===== src/bums_pkg.sv =====
// package with shared constants and types of the merge sorter
`timescale 1ns / 1ps

package bums_pkg;

   localparam int CAPACITY   = 32;
   localparam int VALUE_BITS = 8;
   localparam int CNT_BITS   = $clog2(CAPACITY + 1);

   typedef struct packed {
      logic                  valid;
      logic [VALUE_BITS-1:0] value;
   } slot_type;

   typedef enum logic [1:0] {
      ST_LOAD,
      ST_SETTLE,
      ST_EMIT
   } state_type;

endpackage


===== src/bums_cell.sv =====
// sort cell: keeps the smaller value, passes the larger right, or shifts left
`timescale 1ns / 1ps

module bums_cell (
   input  logic              clock,
   input  logic              reset,
   input  logic              shift,
   input  bums_pkg::slot_type carry_i,
   input  bums_pkg::slot_type next_hold_i,
   output bums_pkg::slot_type carry_o,
   output bums_pkg::slot_type hold_o
);
   import bums_pkg::*;

   slot_type hold_ff;
   slot_type hold_in;
   slot_type carry_ff;
   slot_type carry_in;

   always_comb begin
      hold_in  = hold_ff;
      carry_in = '0;
      if (shift) begin
         hold_in = next_hold_i;
      end else if (carry_i.valid) begin
         if (!hold_ff.valid) begin
            hold_in = carry_i;
         end else if (carry_i.value < hold_ff.value) begin
            hold_in  = carry_i;
            carry_in = hold_ff;
         end else begin
            carry_in = carry_i;
         end
      end
   end

   always_ff @(posedge clock) begin
      if (reset) begin
         hold_ff.valid  <= 1'b0;
         carry_ff.valid <= 1'b0;
      end else begin
         hold_ff  <= hold_in;
         carry_ff <= carry_in;
      end
   end

   assign carry_o = carry_ff;
   assign hold_o  = hold_ff;

endmodule


===== src/bottom_up_merge_sorter.sv =====
// top level: systolic chain of sorting cells with load, settle and emit control
//
// usage:
// - req channel (req_valid/req_ready) carries one value per transaction;
//   req_last_in marks the final value of a run and starts the sort
// - values are taken one per cycle while loading; each enters the chain
//   of CAPACITY cells and ripples right, one cell per cycle, until it
//   finds its place, so the chain is always ordered ascending
// - values beyond CAPACITY in one run are dropped and every result of
//   that run carries rsp_overflowed
// - after the last transaction the chain settles until no value still
//   ripples (any_carry low); emission then starts from cell zero
// - rsp channel (rsp_valid/rsp_ready) gives one sorted value per cycle,
//   rsp_last_out on the final one; the whole chain shifts left on each
//   taken result, and a stalled receiver simply freezes the chain
// - a run passes through the load, settle and emit phases in turn, the
//   settle phase lasting while values ripple through the cell chain; no
//   new run is taken until the last result is delivered
// - reset clears all cell valid bits, the fill count and the overflow
//   flag, and the block comes up ready to load
`timescale 1ns / 1ps

module bottom_up_merge_sorter (
   input  logic                          clock,
   input  logic                          reset,
   input  logic                          req_valid,
   output logic                          req_ready,
   input  logic [bums_pkg::VALUE_BITS-1:0] req_value,
   input  logic                          req_last_in,
   output logic                          rsp_valid,
   input  logic                          rsp_ready,
   output logic [bums_pkg::VALUE_BITS-1:0] rsp_sorted_value,
   output logic                          rsp_last_out,
   output logic                          rsp_overflowed
);
   import bums_pkg::*;

   state_type            state_ff;
   state_type            state_in;
   logic [CNT_BITS-1:0]  fill_count_ff;
   logic [CNT_BITS-1:0]  fill_count_in;
   logic                 overflow_ff;
   logic                 overflow_in;

   slot_type             carry [CAPACITY+1];
   slot_type             hold  [CAPACITY+1];
   logic                 shift;
   logic                 req_take;
   logic                 rsp_take;
   logic                 full;
   logic                 any_carry;

   assign full     = (fill_count_ff == CNT_BITS'(CAPACITY));
   assign req_take = req_valid && req_ready;
   assign rsp_take = rsp_valid && rsp_ready;
   assign shift    = rsp_take;

   assign carry[0].valid = req_take && !full;
   assign carry[0].value = req_value;
   assign hold[CAPACITY] = '0;

   genvar g;
   generate
      for (g = 0; g < CAPACITY; g++) begin : g_cell
         bums_cell u_cell (
            .clock       (clock),
            .reset       (reset),
            .shift       (shift),
            .carry_i     (carry[g]),
            .next_hold_i (hold[g+1]),
            .carry_o     (carry[g+1]),
            .hold_o      (hold[g])
         );
      end
   endgenerate

   always_comb begin
      any_carry = 1'b0;
      for (int i = 1; i <= CAPACITY; i++) begin
         any_carry = any_carry | carry[i].valid;
      end
   end

   // next state
   always_comb begin
      state_in = state_ff;
      case (state_ff)
         ST_LOAD: begin
            if (req_take && req_last_in) begin
               state_in = ST_SETTLE;
            end
         end
         ST_SETTLE: begin
            if (!any_carry) begin
               state_in = ST_EMIT;
            end
         end
         ST_EMIT: begin
            if (rsp_take && (fill_count_ff == CNT_BITS'(1))) begin
               state_in = ST_LOAD;
            end
         end
         default: state_in = ST_LOAD;
      endcase
   end

   // outputs
   always_comb begin
      req_ready        = 1'b0;
      rsp_valid        = 1'b0;
      case (state_ff)
         ST_LOAD:   req_ready = 1'b1;
         ST_SETTLE: req_ready = 1'b0;
         ST_EMIT:   rsp_valid = 1'b1;
         default:   req_ready = 1'b0;
      endcase
      rsp_sorted_value = hold[0].value;
      rsp_last_out     = (fill_count_ff == CNT_BITS'(1));
      rsp_overflowed   = overflow_ff;
   end

   always_comb begin
      fill_count_in = fill_count_ff;
      overflow_in   = overflow_ff;
      if (req_take) begin
         if (full) begin
            overflow_in = 1'b1;
         end else begin
            fill_count_in = fill_count_ff + CNT_BITS'(1);
         end
      end
      if (rsp_take) begin
         fill_count_in = fill_count_ff - CNT_BITS'(1);
         if (fill_count_ff == CNT_BITS'(1)) begin
            overflow_in = 1'b0;
         end
      end
   end

   always_ff @(posedge clock) begin
      if (reset) begin
         state_ff      <= ST_LOAD;
         fill_count_ff <= '0;
         overflow_ff   <= 1'b0;
      end else begin
         state_ff      <= state_in;
         fill_count_ff <= fill_count_in;
         overflow_ff   <= overflow_in;
      end
   end

`ifndef SYNTH
   a_emit_head_valid: assert property (@(posedge clock) disable iff (reset)
      (state_ff == ST_EMIT) |-> hold[0].valid)
      else $error("emitting from an empty cell");

   a_emit_settled: assert property (@(posedge clock) disable iff (reset)
      (state_ff == ST_EMIT) |-> !any_carry)
      else $error("emitting while values still ripple");

   a_fill_bound: assert property (@(posedge clock) disable iff (reset)
      fill_count_ff <= CNT_BITS'(CAPACITY))
      else $error("fill count above capacity");

   a_overflow_full: assert property (@(posedge clock) disable iff (reset)
      overflow_ff |-> (full || (state_ff == ST_EMIT)))
      else $error("overflow flagged without a full store");

   a_run_done_clear: assert property (@(posedge clock) disable iff (reset)
      (rsp_take && rsp_last_out) |=> (!hold[0].valid && (fill_count_ff == '0)))
      else $error("chain not empty after final result");
`endif

endmodule


===== config.mk =====
export PLATFORM = sky130hd
export DESIGN_NAME = bottom_up_merge_sorter
export DESIGN_NICKNAME = d
export VERILOG_FILES = /design/src/bums_pkg.sv /design/src/bums_cell.sv /design/src/bottom_up_merge_sorter.sv
export SDC_FILE = /design/constraint.sdc
export NUM_CORES = 1
export LEC_CHECK = 0
export BUFFER_PORTS_ARGS = -buffer_cell sky130_fd_sc_hd__buf_4
export CAP_MARGIN = 25
export CORE_MARGIN = 2
export CORE_UTILIZATION = 58
export DETAILED_ROUTE_END_ITERATION = 12
export PLACE_DENSITY = 0.81
export SETUP_SLACK_MARGIN = 0.3
export SYNTH_ARGS = -nofsm -noshare
export SYNTH_HDL_FRONTEND = slang
export SYNTH_SLANG_ARGS = --single-unit

===== constraint.sdc =====
create_clock -name clock -period 9 [get_ports clock]
set_input_delay 0.45 -clock clock [delete_from_list [all_inputs] [get_ports clock]]
set_output_delay 0.45 -clock clock [all_outputs]
set_load 0.01 [all_outputs]

### Word-level counts from Yosys, hierarchy flattened

Cells that the tools add are included.

| storage, ports and cells | value |
|---|---|
| register bits after elaboration | 577 |
| logic and storage cells | 609 |
| output and inout bits | 12 |
| bits of input ports | 13 |

| cells by class | value |
|---|---|
| equality and inequality tests | 40 |
| muxes and demuxes | 171 |
| magnitude comparators | 32 |
| bitwise gates (word level) | 96 |
| reduce and logical (&&, ||, !) cells | 138 |
| $add $sub $neg | 2 |

Operators with widths:

| kind | number |
|---|---|
| 9-bit two-way mux | 93 |
| 8-bit two-way mux | 65 |
| 8-bit < comparator | 32 |
| 4-bit OR reduction | 32 |
| 3-bit AND reduction | 33 |
| 3-bit inequality test, second input constant | 32 |
| 3-bit OR reduction | 31 |
| 2-bit nonzero test | 33 |
| 1-bit inverter | 65 |
| 1-bit OR | 31 |
| 6-bit two-way mux | 3 |
| 2-bit inequality test, second input constant | 4 |
| 6-bit by 1-bit adder with 6-bit output, second input constant | 1 |
| 6-bit by 1-bit equality test with 1-bit output, second input constant | 1 |
| 6-bit equality test, second input constant | 1 |
| 1-bit two-way mux | 6 |
| 2-bit two-way mux | 3 |
| 2-bit case mux with 3 select lines | 1 |
| 6-bit by 1-bit subtractor with 6-bit output, second input constant | 1 |
| 1-bit logical AND | 5 |
| 2-bit by 1-bit equality test with 1-bit output, second input constant | 1 |
| 2-bit equality test, second input constant | 1 |
| 2-bit zero test | 1 |
| 2-bit AND reduction | 1 |
| 2 further kinds | 2 |

### Depth between registers and ports, before layout

| logic depth | value |
|---|---|
| depth in word-level cells | 33 |
| gate-level depth with buffers | 8 |
| gate-level depth less buffers | 7 |

### Modules after synthesis

From an unflattened synthesis, not the netlist that was laid out.

| unflattened totals | value |
|---|---|
| cells, all modules | 2,956 |
| area, all modules | 34,585.7 um^2 |

Modules (own cells, without submodules):

| module | instances | sequential area each (um^2) | area each (um^2) | cells each |
|---|---|---|---|---|
| bums_cell at g_cell[0].u_cell ... | 27 | 520.5 | 1,059.8 | 90 |
| bums_cell at g_cell[5].u_cell ... | 5 | 520.5 | 1,071.0 | 90 |
| bottom_up_merge_sorter | 1 | 180.2 | 616.8 | 76 |

### Worst setup path before layout

No wires, ideal clock.

| timing | value |
|---|---|
| kind | input -> register |
| from | input port reset |
| to | register g_cell[0].u_cell.hold_ff, in the netlist g_cell[0].u_cell.hold_o[8] |
| path buffers | 2 |
| required time | 8.905 ns |
| library setup time | 0.095 ns |
| stages | 5 |
| setup slack | 0.507 ns |
| arrival | 8.398 ns |
| cells stage by stage | clkbuf_1 -> inv_1 -> clkbuf_1 -> o21ai_0 -> nor2_1 |

RTL lines:

| element | RTL line | text |
|---|---|---|
| start: declaration | bottom_up_merge_sorter.sv:25 | `input logic reset,` |
| end signal: assignment | bums_cell.sv:42 | `hold_ff <= hold_in;` |
| end: declaration | bums_cell.sv:15 | `slot_type hold_ff;` |

### Final worst setup path

| timing | value |
|---|---|
| from | register state_ff[0] |
| to | register g_cell[0].u_cell.carry_ff, in the netlist g_cell[0].u_cell.carry_o[5], data pin |

| on the way | value |
|---|---|
| longest elaborated chain between the ends | 6 |
| elaborated cells on any way between the ends | 9 |
| those cells by class | 1 x eq/ne; 2 x mux; 1 x bitwise; 5 x reduce/logical |

Ends and longest elaborated chain:

| element | RTL line | text |
|---|---|---|
| start: declaration | bottom_up_merge_sorter.sv:38 | `state_type state_ff;` |
| start signal: assignment | bottom_up_merge_sorter.sv:146 | `state_ff <= state_in;` |
| 2-bit zero test | bottom_up_merge_sorter.sv:111 | `case (state_ff)` |
| 1-bit two-way mux | bottom_up_merge_sorter.sv:111 |  |
| 1-bit logical AND | bottom_up_merge_sorter.sv:54 | `assign req_take = req_valid && req_ready;` |
| 1-bit logical AND | bottom_up_merge_sorter.sv:58 | `assign carry[0].valid = req_take && !full;` |
| 1-bit inverter (no line) | n/a |  |
| 3-bit OR reduction (no line) (*) | n/a |  |
| end signal: assignment | bums_cell.sv:43 | `carry_ff <= carry_in;` |
| end: declaration | bums_cell.sv:17 | `slot_type carry_ff;` |

Mark *: on every way between the ends. The rest lies on a longest branch, timed or not.
A chain may end at the register's enable or synchronous reset.

==> qor.csv <==
metric;value;unit
post-synth cell types;53;
layout net count;3343;
routed len/inst;19.4;um
Core Box Area;0.0539;mm2
yosys warns;0;
post-CTS sizing;0;
largest cells by area after synthesis;edfxtp_1 48%, ha_1 9.0%, o21ai_0 8.2%;
Peak VDD IR;0.164;mV
Max-Cap Viols;0;
final max-slew violation count;0;
dpl cells;3735;
share of cells above drive strength 1;4.41;%
global-route wire length before repair;121;mm
CP max-delay cell;buf_4;
period utilization;38.0;%
switching power;1.43;mW
FF-to-FF Start;state_ff[0]$_SDFFE_PP0P_;
hold-critical path endpoint;g_cell[0].u_cell.hold_o[7]$_DFFE_PP_;
Slew headroom;31.3;%
hold buffers post-CTS;0;
CP max FO;233;
min Tclk post-route;3.42;ns
Initial Util;58.7;%
Final Instance Area;0.0343;mm2
DIE AREA;0.0565;mm2
EDFF count, synth;504;
Die Ht;238;um
logic gate share of total power;7.6;%
largest area contributor in the netlist;edfxtp_1;
CP Class;flop to flop;
Antenna Nets Post-Route;0;
Die X;238;um
Clock power frac;42.2;%
# IOs;25;
internal power;4.68;mW
final core utilization;63.6;%
clk buf depth;3;
vias;24200;
Least-Margin Pin Slew;1.03;ns
dominant synthesized flop cell;edfxtp_1;
PD cells;178;mW/mm2
DR iter-0 viols;2456;
largest net degree at the start of global routing;234;
#FFs+latches synth;577;
R2R setup slack;5.58;ns
syn nets;3394;
post-route insts no fill;3848;
vias in the first global route;23800;
DRC;0;
Routed WL;74.8;mm
r2r endpoint;g_cell[0].u_cell.carry_o[5]$_SDFFCE_PP0N_;
post-CTS setup repair buffer count;0;
ys async rst share;0;%
input/output buffers;24;
Syn Area/Cell;10.0;um2
later-pin clock latency in the skew report;0.62;ns
drt via density;6.28;
Pre-antenna DRT Iters;6;
cell count after synthesis;3153;
area share of the largest cell type after synthesis;47.8;%
Num CTS Buffers;59;
Sw Ratio;23.4;%
min-delay src;req_value[7];
# clock sinks;577;
Setup-failing EPs final;0;
RSZ-0062 raised after global routing;no;
Critical Path Start Type;flop;
critical path cell sequence;nand3b_1 > buf_12 > buf_4 > nand2_1 > nor2_2 > nand2_1 > o21ai_0;
CP max stage delay;0.81;ns
sequential fraction of design power;50.1;%
post-synthesis cell area;0.0317;mm2
Fin. Hold Viols;0;
GRT overflow;0;
CTS Root Cell;clkbuf_16;
most used cell, CP;nand2_1;
CTS tree;done;
Hold Path Depth;3;
detailed placer's ending HPWL;52.4;mm
Achievable Freq;0.293;GHz
Worst Path Arrival;3.87;ns
clk_skew;0.0169;ns
critical path endpoint category;flop;
initial antenna violation count;0;
hold crit path type;input pin to flop;
Inserted Diodes;0;
Setup TNS;0;ns
status;complete, no violations;
floorplan row count;85;
Area Growth Syn to Fin;8.26;%
Critical Path RT;9.45;ns
clock transition at the registers of the reported paths;0.06;ns
reg2reg path depth;7;
placed cell area;0.0322;mm2
number of H-tree levels;2;
post-synthesis sequential area ratio;52.4;%
gpl congestion;0.935;
GRT Util Overall;26.2;%
Leak;13.6;nW
power by group through the flow:
stage	sequential [mW]	clock (mW)	combinational [mW]
3_5_place_dp	3.12	0	0.454
4_1_cts	3.06	2.60	0.458
5_1_grt	3.07	2.70	0.525
3_3_place_gp	3.12	0	0.424
2_1_floorplan	3.10	0	0.341
6_report	3.07	2.58	0.465
through the flow:
stage	setup WS (ns)	total power [mW]	hold slack, ns
3_5_place_dp	5.47	3.57	0.515
4_1_cts	5.72	6.12	0.113
2_1_floorplan	0.507	3.45	0.441
5_1_grt	5.40	6.30	0.136
6_report	5.58	6.11	0.144
3_3_place_gp	5.67	3.54	0.491
metal layers:
layer	vias to the layer above	track usage (%)	share of wire, %
li1	11400	-	-
met1	11700	34.2	41
met4	0	8.56	2.4
met2	1007	45.6	50
met3	157	3.23	6.4
met5	-	0	0
sequential cells by signal, summed over array words and instances, names as in the netlist:
| signal | cells |
|---|---|
| fill_count_ff | 6 |
| g_cell.u_cell.carry_o | 280 |
| g_cell.u_cell.hold_o | 288 |
| rsp_overflowed | 1 |
| state_ff | 2 |
how the worst max path moves through the flow:
stage                                                      endpoint                startpoint  slack [ns]  depth (start not counted)
after detailed placement      g_cell[24].u_cell.hold_o[7]$_DFFE_PP_                     reset        5.47                          5
after CTS                      g_cell[1].u_cell.hold_o[7]$_DFFE_PP_  state_ff[0]$_SDFFE_PP0P_        5.72                          4
after global routing      g_cell[0].u_cell.carry_o[5]$_SDFFCE_PP0N_  state_ff[0]$_SDFFE_PP0P_        5.40                          7
after global placement        g_cell[24].u_cell.hold_o[5]$_DFFE_PP_                     reset        5.67                          5
after floorplan             g_cell[0].u_cell.hold_o[8]$_SDFFE_PP0N_                     reset        0.51                          5
final                     g_cell[0].u_cell.carry_o[5]$_SDFFCE_PP0N_  state_ff[0]$_SDFFE_PP0P_        5.58                          7
kinds of logic after synthesis:
family | after synthesis | synth area share, %
compound gates | 1002 | 19.2
simple gates | 934 | 13.8
flops | 577 | 52.4
buf+inv | 390 | 4.94
fa+ha+maj | 228 | 9.01
mux | 18 | 0.569
xor+xnor | 4 | 0.111
layout by cell type, fill, tap and decap left out, drive strengths merged, types with 21 or more instances in the layout:
cell and n:
and3 30, edfxtp 504, nor2b 23, dfxtp 73, a21o 46, nor3 64
and2 42, o21ai 537, nor2 55, a21oi 68, nand3 236, inv 242
o21a 29, buf 36, ha 228, nand2b 47, a21boi 216, nand2 402
clkbuf 99, a31oi 21, a211o 28
worst max-delay path, delay by kind of cell (launching register included):
kind / cells / cell delay (ns)
buffers and inverters: 2 / 1.37
and+or+nand+nor: 4 / 0.99
DFF: 1 / 0.41
AOI/OAI and AO/OA: 1 / 0.18
Yosys cell counts, drive strengths merged, types with 16 or more instances:
| cell type | n |
|---|---|
| a211o | 28 |
| a211oi | 16 |
| a21boi | 216 |
| a21o | 46 |
| a21oi | 68 |
| a31oi | 21 |
| and2 | 42 |
| and3 | 30 |
| buf | 51 |
| clkbuf | 97 |
| dfxtp | 73 |
| edfxtp | 504 |
| ha | 228 |
| inv | 242 |
| mux2i | 18 |
| nand2 | 402 |
| nand2b | 47 |
| nand3 | 236 |
| nand4 | 16 |
| nor2 | 55 |
| nor2b | 23 |
| nor3 | 64 |
| o21a | 29 |
| o21ai | 537 |
area by class of cell:
class | count | area, um2
Inverter | 242 | 916
Sequential cell | 577 | 16600
Tap cell | 696 | 871
Multi-Input combinational cell | 2186 | 13500
Clock buffer | 99 | 1930
Fill cell | 4077 | 19600
Timing Repair Buffer | 36 | 323
Clock inverter | 12 | 133
Note: power is estimated with default switching activity, not from simulation.
